`src/ssf_pkg.sv`:
```
package ssf_pkg;

	// configuration port
	localparam int CFG_IDX_W  = 2;
	localparam int CFG_DATA_W = 16;

	localparam int MODE_W   = 2;
	localparam int WINDOW_W = 7;
	localparam int WEIGHT_W = 16;

	typedef logic [CFG_IDX_W-1:0] cfg_idx_t;
	typedef logic [MODE_W-1:0]    mode_t;

	// register indexes
	localparam cfg_idx_t REG_MODE   = 2'd0;
	localparam cfg_idx_t REG_WINDOW = 2'd1;
	localparam cfg_idx_t REG_WEIGHT = 2'd2;

	// filter modes
	localparam mode_t MODE_AVG  = 2'd0;
	localparam mode_t MODE_EXP  = 2'd1;
	localparam mode_t MODE_DIFF = 2'd2;

	localparam logic [WINDOW_W-1:0] WINDOW_RESET = 7'd32;
	localparam logic [WEIGHT_W-1:0] WEIGHT_RESET = 16'd16384;

	// Q1.15 smoothing weight
	localparam int COEF_W    = 17;
	localparam int FRAC_BITS = 15;
	localparam logic [COEF_W-1:0] ONE_Q15 = 17'd32768;

	// headroom bits on the running sum beyond one full window
	localparam int SUM_GUARD = 4;

endpackage

```
`src/ssf_div.sv`:
```
module ssf_div #(
	parameter int SUM_W = 26,
	parameter int DIV_W = 7
) (
	input  logic                    clk,
	input  logic                    arst_n,
	input  logic                    start,
	input  logic signed [SUM_W-1:0] dividend,
	input  logic        [DIV_W-1:0] divisor,
	output logic                    done,
	output logic signed [SUM_W-1:0] quotient
);

	localparam int CNT_W = $clog2(SUM_W + 1);

	logic             busy_q;
	logic             done_q;
	logic [CNT_W-1:0] cnt_q;
	logic             neg_q;
	logic [DIV_W-1:0] d_q;
	logic [DIV_W-1:0] rem_q;
	logic [SUM_W-1:0] mag_q;
	logic signed [SUM_W-1:0] quo_q;

	logic [DIV_W:0] trial;
	logic [DIV_W:0] trial_sub;
	logic           fits;

	// restoring division on the magnitude, one quotient bit per cycle
	always_comb begin
		trial     = {rem_q, mag_q[SUM_W-1]};
		trial_sub = trial - {1'b0, d_q};
		fits      = trial >= {1'b0, d_q};
	end

	always_ff @(posedge clk or negedge arst_n) begin
		if (!arst_n) begin
			busy_q <= 1'b0;
			done_q <= 1'b0;
			cnt_q  <= '0;
		end else begin
			done_q <= 1'b0;
			if (start) begin
				busy_q <= 1'b1;
				cnt_q  <= CNT_W'(SUM_W);
			end else if (busy_q) begin
				if (cnt_q != '0) begin
					cnt_q <= cnt_q - 1'b1;
				end else begin
					busy_q <= 1'b0;
					done_q <= 1'b1;
				end
			end
		end
	end

	always_ff @(posedge clk) begin
		if (start) begin
			neg_q <= dividend[SUM_W-1];
			mag_q <= dividend[SUM_W-1] ? SUM_W'(-dividend) : SUM_W'(dividend);
			d_q   <= divisor;
			rem_q <= '0;
		end else if (busy_q) begin
			if (cnt_q != '0) begin
				rem_q <= fits ? trial_sub[DIV_W-1:0] : trial[DIV_W-1:0];
				mag_q <= {mag_q[SUM_W-2:0], fits};
			end else begin
				// truncate toward zero: sign applied to the magnitude quotient
				quo_q <= neg_q ? -$signed(mag_q) : $signed(mag_q);
			end
		end
	end

	assign done     = done_q;
	assign quotient = quo_q;

endmodule

```
`src/segment_smoothing_filter.sv`:
```
// Channel   Valid          Stall          Payload
// input     sample_valid   sample_stall   sample, segment_start, segment_end
// result    result_valid   result_stall   filtered, final_res
// config    cfg_write      -              cfg_index, cfg_data
//
// One request at a time. Difference and smoothing: ST_ADD, ST_MUL1, ST_MUL2
// and ST_MACC, set by the shared Q1.15 multiplier (two products, one
// accumulate). Moving average: ST_DIV waits on the serial divider of the
// running sum, then one result per cycle while result_stall is low, up to
// window on the segment's last sample. sample_stall is high from accept until
// the return to ST_IDLE. Reset is asynchronous and needs no clearing pass; the
// delay line is read only at entries written in the current segment.
module segment_smoothing_filter #(
	parameter int MAX_WINDOW  = 64,
	parameter int SAMPLE_BITS = 16
) (
	input  logic                            clk,
	input  logic                            arst_n,
	input  logic                            cfg_write,
	input  logic [ssf_pkg::CFG_IDX_W-1:0]   cfg_index,
	input  logic [ssf_pkg::CFG_DATA_W-1:0]  cfg_data,
	input  logic                            sample_valid,
	output logic                            sample_stall,
	input  logic signed [SAMPLE_BITS-1:0]   sample,
	input  logic                            segment_start,
	input  logic                            segment_end,
	output logic                            result_valid,
	input  logic                            result_stall,
	output logic signed [SAMPLE_BITS:0]     filtered,
	output logic                            final_res
);

	import ssf_pkg::*;

	localparam int PTR_W  = $clog2(MAX_WINDOW);
	localparam int IDX_W  = PTR_W + 1;
	localparam int WIN_W  = $clog2(MAX_WINDOW + 1);
	localparam int SUM_W  = SAMPLE_BITS + PTR_W + SUM_GUARD;
	localparam int OUT_W  = SAMPLE_BITS + 1;
	localparam int PROD_W = SAMPLE_BITS + COEF_W + 1;
	localparam int ACC_W  = PROD_W + 1;

	// sequencer states
	localparam logic [2:0] ST_IDLE = 3'd0;
	localparam logic [2:0] ST_ADD  = 3'd1;
	localparam logic [2:0] ST_MUL1 = 3'd2;
	localparam logic [2:0] ST_MUL2 = 3'd3;
	localparam logic [2:0] ST_MACC = 3'd4;
	localparam logic [2:0] ST_DIV  = 3'd5;
	localparam logic [2:0] ST_EMIT = 3'd6;

	// configuration
	mode_t                mode_q;
	logic [WINDOW_W-1:0]  window_q;
	logic [WEIGHT_W-1:0]  weight_q;

	// control and filter state
	logic [2:0]                    state_q;
	logic [PTR_W-1:0]              wp_q;
	logic [WIN_W-1:0]              fill_q;
	logic signed [SUM_W-1:0]       sum_q;
	logic signed [SAMPLE_BITS-1:0] smooth_q;
	logic signed [SAMPLE_BITS-1:0] prev_q;
	logic                          first_q;
	logic                          end_q;
	logic [WIN_W-1:0]              copies_q;

	// datapath payload
	logic [SAMPLE_BITS-1:0]        dl_mem [MAX_WINDOW];
	logic [SAMPLE_BITS-1:0]        rd_q;
	logic signed [SAMPLE_BITS-1:0] x_q;
	logic signed [OUT_W-1:0]       diff_q;
	logic signed [PROD_W-1:0]      prod_q;
	logic signed [ACC_W-1:0]       acc_q;
	logic signed [OUT_W-1:0]       filtered_q;

	// combinational
	logic [WIN_W-1:0]              w_eff;
	logic [COEF_W-1:0]             a_eff;
	logic [COEF_W-1:0]             a_rest;
	logic [IDX_W-1:0]              idx_sum;
	logic [PTR_W-1:0]              rd_idx;
	logic                          window_full;
	logic [COEF_W-1:0]             mul_coef;
	logic signed [SAMPLE_BITS-1:0] mul_in;
	logic signed [PROD_W-1:0]      mul_prod;
	logic signed [ACC_W-1:0]       acc_sum;
	logic signed [SAMPLE_BITS-1:0] smooth_next;
	logic signed [SUM_W-1:0]       x_ext;
	logic signed [SUM_W-1:0]       rd_ext;
	logic                          div_start;
	logic                          div_done;
	logic signed [SUM_W-1:0]       div_quo;

	// window clamped to 1..MAX_WINDOW, weight clamped to 1.0
	always_comb begin
		if (32'(window_q) > MAX_WINDOW) begin
			w_eff = WIN_W'(MAX_WINDOW);
		end else if (window_q == '0) begin
			w_eff = WIN_W'(1);
		end else begin
			w_eff = WIN_W'(window_q);
		end
		a_eff  = (COEF_W'(weight_q) > ONE_Q15) ? ONE_Q15 : COEF_W'(weight_q);
		a_rest = ONE_Q15 - a_eff;
	end

	// oldest sample of the window sits w entries behind the write pointer
	always_comb begin
		idx_sum = IDX_W'(wp_q) + IDX_W'(MAX_WINDOW) - IDX_W'(w_eff);
		if (idx_sum >= IDX_W'(MAX_WINDOW)) begin
			rd_idx = PTR_W'(idx_sum - IDX_W'(MAX_WINDOW));
		end else begin
			rd_idx = PTR_W'(idx_sum);
		end
	end

	assign window_full = fill_q >= w_eff;
	assign x_ext       = SUM_W'(x_q);
	assign rd_ext      = SUM_W'($signed(rd_q));

	// shared multiplier: (1 - alpha) * y first, then alpha * x
	always_comb begin
		mul_coef = (state_q == ST_MUL1) ? a_rest : a_eff;
		mul_in   = (state_q == ST_MUL1) ? smooth_q : x_q;
		mul_prod = $signed({1'b0, mul_coef}) * mul_in;
		acc_sum  = acc_q + ACC_W'(prod_q);
		// floor shift by 15 is the bit slice above the fraction
		smooth_next = first_q ? '0 : acc_sum[FRAC_BITS +: SAMPLE_BITS];
	end

	assign div_start = (state_q == ST_MACC) && (mode_q == MODE_AVG) && window_full;

	ssf_div #(
		.SUM_W(SUM_W),
		.DIV_W(WIN_W)
	) u_div (
		.clk      (clk),
		.arst_n   (arst_n),
		.start    (div_start),
		.dividend (sum_q),
		.divisor  (w_eff),
		.done     (div_done),
		.quotient (div_quo)
	);

	// sequencer and filter state
	always_ff @(posedge clk or negedge arst_n) begin
		if (!arst_n) begin
			mode_q   <= MODE_AVG;
			window_q <= WINDOW_RESET;
			weight_q <= WEIGHT_RESET;
			state_q  <= ST_IDLE;
			wp_q     <= '0;
			fill_q   <= '0;
			sum_q    <= '0;
			smooth_q <= '0;
			prev_q   <= '0;
			first_q  <= 1'b0;
			end_q    <= 1'b0;
			copies_q <= '0;
		end else begin
			if (cfg_write) begin
				case (cfg_index)
					REG_MODE:   mode_q   <= cfg_data[MODE_W-1:0];
					REG_WINDOW: window_q <= cfg_data[WINDOW_W-1:0];
					REG_WEIGHT: weight_q <= cfg_data[WEIGHT_W-1:0];
					default: ;
				endcase
			end

			case (state_q)
				ST_IDLE: begin
					if (sample_valid) begin
						end_q   <= segment_end;
						first_q <= segment_start || (fill_q == '0);
						if (segment_start) begin
							fill_q   <= '0;
							sum_q    <= '0;
							smooth_q <= '0;
							prev_q   <= '0;
						end
						state_q <= ST_ADD;
					end
				end
				ST_ADD: begin
					// drop the oldest sample once the window is full
					if (window_full) begin
						sum_q <= sum_q - rd_ext + x_ext;
					end else begin
						sum_q <= sum_q + x_ext;
					end
					wp_q    <= (wp_q == PTR_W'(MAX_WINDOW - 1)) ? '0 : wp_q + 1'b1;
					fill_q  <= (fill_q == WIN_W'(MAX_WINDOW)) ? fill_q : fill_q + 1'b1;
					prev_q  <= x_q;
					state_q <= ST_MUL1;
				end
				ST_MUL1: state_q <= ST_MUL2;
				ST_MUL2: state_q <= ST_MACC;
				ST_MACC: begin
					// a cleared segment restarts with first set, so the smoothed
					// value need not be zeroed here
					smooth_q <= smooth_next;
					case (mode_q)
						MODE_AVG: begin
							if (window_full) begin
								state_q <= ST_DIV;
							end else begin
								// short window: nothing out, segment may still close
								state_q <= ST_IDLE;
								if (end_q) begin
									fill_q <= '0;
									sum_q  <= '0;
									prev_q <= '0;
								end
							end
						end
						MODE_EXP, MODE_DIFF: begin
							copies_q <= WIN_W'(1);
							state_q  <= ST_EMIT;
						end
						default: begin
							// unused mode: state updated, no result
							state_q <= ST_IDLE;
							if (end_q) begin
								fill_q <= '0;
								sum_q  <= '0;
								prev_q <= '0;
							end
						end
					endcase
				end
				ST_DIV: begin
					if (div_done) begin
						// segment end repeats the average to fill out the window
						copies_q <= end_q ? w_eff : WIN_W'(1);
						state_q  <= ST_EMIT;
					end
				end
				ST_EMIT: begin
					if (!result_stall) begin
						if (copies_q == WIN_W'(1)) begin
							state_q <= ST_IDLE;
							if (end_q) begin
								fill_q   <= '0;
								sum_q    <= '0;
								smooth_q <= '0;
								prev_q   <= '0;
							end
						end else begin
							copies_q <= copies_q - 1'b1;
						end
					end
				end
				default: state_q <= ST_IDLE;
			endcase
		end
	end

	// delay line and datapath registers
	always_ff @(posedge clk) begin
		if (state_q == ST_IDLE) begin
			rd_q <= dl_mem[rd_idx];
			x_q  <= sample;
		end
		if (state_q == ST_ADD) begin
			dl_mem[wp_q] <= x_q;
			diff_q       <= first_q ? '0 : OUT_W'(x_q) - OUT_W'(prev_q);
		end
		if (state_q == ST_MUL1) begin
			prod_q <= mul_prod;
		end
		if (state_q == ST_MUL2) begin
			acc_q  <= ACC_W'(prod_q);
			prod_q <= mul_prod;
		end
		if (state_q == ST_MACC) begin
			if (mode_q == MODE_EXP) begin
				filtered_q <= OUT_W'(smooth_next);
			end else begin
				filtered_q <= diff_q;
			end
		end
		if ((state_q == ST_DIV) && div_done) begin
			filtered_q <= div_quo[OUT_W-1:0];
		end
	end

	assign sample_stall = (state_q != ST_IDLE);
	assign result_valid = (state_q == ST_EMIT);
	assign filtered     = filtered_q;
	assign final_res    = end_q && (copies_q == WIN_W'(1));

	// no result can appear in the cycle right after a request is taken
	a_no_early_result: assert property (@(posedge clk) disable iff (!arst_n)
		(sample_valid && !sample_stall) |=> !result_valid)
		else $error("result raised right after accept");

	// fill count saturates at the delay line depth
	a_fill_bound: assert property (@(posedge clk) disable iff (!arst_n)
		fill_q <= WIN_W'(MAX_WINDOW))
		else $error("fill count above depth");

	// divider finishes only while the sequencer waits for it
	a_div_done_state: assert property (@(posedge clk) disable iff (!arst_n)
		div_done |-> (state_q == ST_DIV))
		else $error("divider done outside wait state");

	// repeat count stays within the window while results go out
	a_copies_range: assert property (@(posedge clk) disable iff (!arst_n)
		result_valid |-> (copies_q != '0) && (copies_q <= w_eff))
		else $error("result repeat count out of range");

endmodule
```
`config.mk`:
```
export PLATFORM = sky130hd
export DESIGN_NAME = segment_smoothing_filter
export DESIGN_NICKNAME = d
export VERILOG_FILES = /design/src/ssf_pkg.sv /design/src/ssf_div.sv /design/src/segment_smoothing_filter.sv
export SDC_FILE = /design/constraint.sdc
export NUM_CORES = 2
export LEC_CHECK = 0
export BUFFER_PORTS_ARGS = -buffer_cell sky130_fd_sc_hd__buf_4
export CAP_MARGIN = 20
export CORE_UTILIZATION = 55
export DETAILED_ROUTE_END_ITERATION = 6
export GPL_TIMING_DRIVEN = 0
export HOLD_SLACK_MARGIN = 0.02
export PLACE_DENSITY_LB_ADDON = 0.1
export SYNTH_ARGS = -nofsm -noshare
export SYNTH_HDL_FRONTEND = slang
export SYNTH_SLANG_ARGS = --single-unit
```
`constraint.sdc`:
```
create_clock -name clk -period 23.5 [get_ports clk]
set_input_delay 1.175 -clock clk [delete_from_list [all_inputs] [get_ports clk]]
set_output_delay 1.175 -clock clk [all_outputs]
set_load 0.01 [all_outputs]
```
==> reports/results.ini <==
[synth]
syn-num-nets = 4967
synth_edf_count = 1203
synth_flop_cell = edfxtp_1
postSynth.asyncResetShare_pct = 8.68
synthCells = 4455
synth.avg_cell_area_um2 = 14.9
synth_warnings = 0
synth_cell_type_count = 82
synth.cell_area_mm2 = 0.0662
ys_seq_elements = 1325
seq_area_frac_synth_pct = 59.2

[global_route]
grt_pass1_vias = 38800
grt_overflow_total = 0
antenna_found_initial = 1
grt_usage_pct = 28.2
grt_max_degree = 85
grt_pass1_wl_mm = 249

[timing]
clock_skew_ps = 27.4
setup_viol = 0
min_period_over_period_pct = 44.9
tightest_slew_ps = 1180
maxSlewViolCount = 0
relSlewSlack_pct = 20.6
fmax_ghz = 0.0948
rsz0062_at_grt = false
finalHoldViolations = 0
setup_slack_ps = 12950
fin_crit_ps = 10550
tns_ps = 0

[clock_network]
cts.sinks = 1325
worstSkewPairLatency_ps = 780
tritoncts = yes
clk_pin_slew_worst_paths_ps = 60
clockBufferDepth = 3
cts-root-buf = clkbuf_16
cts_hold_buf = 0
post_cts_buffers = 0
htreeDepth = 4
cts_inserted_buffers = 141
cts_resized = 0

[detailed_routing]
wl_met1_mm = 68.4
post-route-drc-count = 0
wl_per_cell_um = 25.9
route.vias.total = 38600
drtAntennaViolNets = 0
routed_wl_mm = 167
wl_met2_mm = 80.4
drtPass1Iterations = 5
vias_per_cell = 5.98
highest_layer = met5
drtIter0Drc = 3941
route.met3.wl_mm = 12.3

[setup_path]
path_class = flip-flop to flip-flop
cp-start-kind = flip-flop
crit_path_max_fanout = 10
cp_common_cell = fa_1
required_ps = 24010
end_kind = flip-flop
ff2ff_path_depth = 31
worstPathArrival_ps = 11060
crit_path_max_incr_delay_ps = 910
slowest_stage = xor2_1

[layout]
fillers = 8664
drive_gt1_share_pct = 16.6
final_cells = 6454
syn2layout_area_growth_pct = 13.5
multiInputGateArea_mm2 = 0.0249
final_nets = 5259
regArea_mm2 = 0.0391

[floorplan]
die_w_um = 349
ios = 61
die_area_mm2 = 0.122
start_util_pct = 55.7
die_h_um = 349
floorplan.rows = 126
core_area_mm2 = 0.119

[power_and_ir_drop]
leakagePower_nw = 27.7
worst_ir_drop_vdd_uv = 328
fin_total_pwr_mw = 7.66
powerDensity_mw_per_mm2 = 102

[status]
status = completed

[flow_run]
cap_violations = 0

[placed_design]
portBuffers = 60
pre_cts_ws_ps = 13020
hpwlAfterDp_mm = 122
gp_congestion = 0.953
dp_cells = 6198

[min_path]
hp-class = primary input to async pin

## cells in the mapped netlist, types with 8 or more instances
master / instances / share of area (%)
xor2_1: 55 / 0.73
inv_1: 440 / 2.5
ha_1: 234 / 4.4
a21oi_1: 132 / 1.0
a211oi_1: 35 / 0.40
mux2_2: 25 / 0.43
nand3b_1: 8 / 0.091
a31oi_1: 18 / 0.17
a211o_1: 9 / 0.12
nor2b_1: 41 / 0.39
nand2_1: 318 / 1.8
nor2_1: 352 / 2.0
buf_1: 23 / 0.13
o211ai_1: 14 / 0.16
buf_2: 18 / 0.14
nand2b_1: 25 / 0.24
mux4_2: 320 / 11
nand4_1: 9 / 0.085
nor3_1: 39 / 0.30
clkbuf_1: 129 / 0.73
o22ai_1: 12 / 0.11
a22o_1: 20 / 0.26
mux2i_1: 29 / 0.44
o21ai_0: 165 / 1.2
fa_1: 237 / 7.2
xnor2_1: 107 / 1.4
and2_1: 11 / 0.10
o21bai_1: 11 / 0.12
or2_2: 13 / 0.12
dfrtp_1: 113 / 4.3
o21a_1: 20 / 0.23
and3_1: 25 / 0.24
a21o_1: 46 / 0.52
nand3_1: 43 / 0.33
edfxtp_1: 1203 / 55
or3_1: 22 / 0.21
o31ai_1: 16 / 0.18
## worst max-delay path: cells and delay by family (launching register included)
| family | cells | cell delay (ps) |
|---|---|---|
| DFF | 1 | 480 |
| buffers and inverters | 4 | 500 |
| adders and majority gates | 8 | 3780 |
| xor gates and xnor gates | 2 | 1020 |
| AOI/OAI and AO/OA | 9 | 2480 |
| and+or+nand+nor | 8 | 2020 |
## power breakdown
group	leakage [nW]	switching, mW	internal, mW
clock	2.17	0.921	1.23
sequential	12.1	0.0140	2.64
combinational	13.4	1.70	1.15
total	27.7	2.64	5.03
## placed cells by master, fill, tap and decap left out, types with 38 or more instances in the layout
| master | n |
|---|---|
| nor3_1 | 38 |
| xor2_1 | 55 |
| nand2_1 | 318 |
| dfrtp_1 | 113 |
| fa_1 | 237 |
| clkbuf_16 | 146 |
| buf_4 | 65 |
| nand3_1 | 43 |
| buf_16 | 45 |
| inv_1 | 440 |
| nor2_1 | 290 |
| edfxtp_1 | 1203 |
| o21ai_0 | 165 |
| a21o_1 | 46 |
| ha_1 | 234 |
| nor2_2 | 62 |
| nor2b_1 | 40 |
| xnor2_1 | 107 |
| clkbuf_1 | 158 |
| mux4_2 | 320 |
| a21oi_1 | 132 |
## routing by layer
metal	track usage [%]	vias to the layer above
li1	-	17100
met1	39.1	19800
met2	45.5	1484
met3	4.76	280
met4	9.72	2
met5	0	-
## logic make-up (layout without fill, tap and decap cells)
kind of cell    count (synthesis)  after routing  share of synthesized area [%]
xor+xnor                      163            163                           2.17
mux                           374            374                           11.8
fa+ha+maj                     471            471                           11.6
other cells                     0              1                              0
simple gates                  935            935                           6.24
flops                        1325           1325                           59.2
compound gates                576            576                           5.57
buf+inv                       611           1009                           3.50
## cell type report
cell class	count	area share, %
timing repair buffer	149	3.05
multi-input combinational	2519	33.1
inverter	441	2.20
clock buffer	179	5.07
clock inverter	70	0.876
sequential	1325	52.1
antenna	1	0.00333
tap	1600	2.67
buffer	170	0.881
## path summary, 6_finish.rpt
path / startpoint / to / slack [ps]
min in group clk: prod_q[0] / acc_q[0] / 460
worst min register to register: prod_q[0] / acc_q[0] / 460
worst min-delay path: arst_n / u_div.cnt_q[4] / 300
worst max register to register: weight_q[12] / prod_q[30] / 12950
max in group asynchronous: arst_n / weight_q[14] / 22400
worst max-delay path: weight_q[12] / prod_q[30] / 12950
## stage by stage
stage	utilization [%]	hold slack [ps]	instance area [um2]
floorplan	-	420	66200
global placement	57.8	441	68600
detailed placement	59.4	451	70600
CTS	63.2	271	75000
global route	63.3	285	75100
finish	63.3	298	75100
## sequential cells by signal, indices dropped and copies added, names as in the netlist, 16 cells and up
register        flops
prev_q             16
acc_q              31
prod_q             31
x_q                16
diff_q             17
u_div.quotient     17
rd_q               16
smooth_q           16
filtered           17
sum_q              26
dl_mem           1024
u_div.mag_q        26
weight_q           16
(Power assumes the default switching activity.)
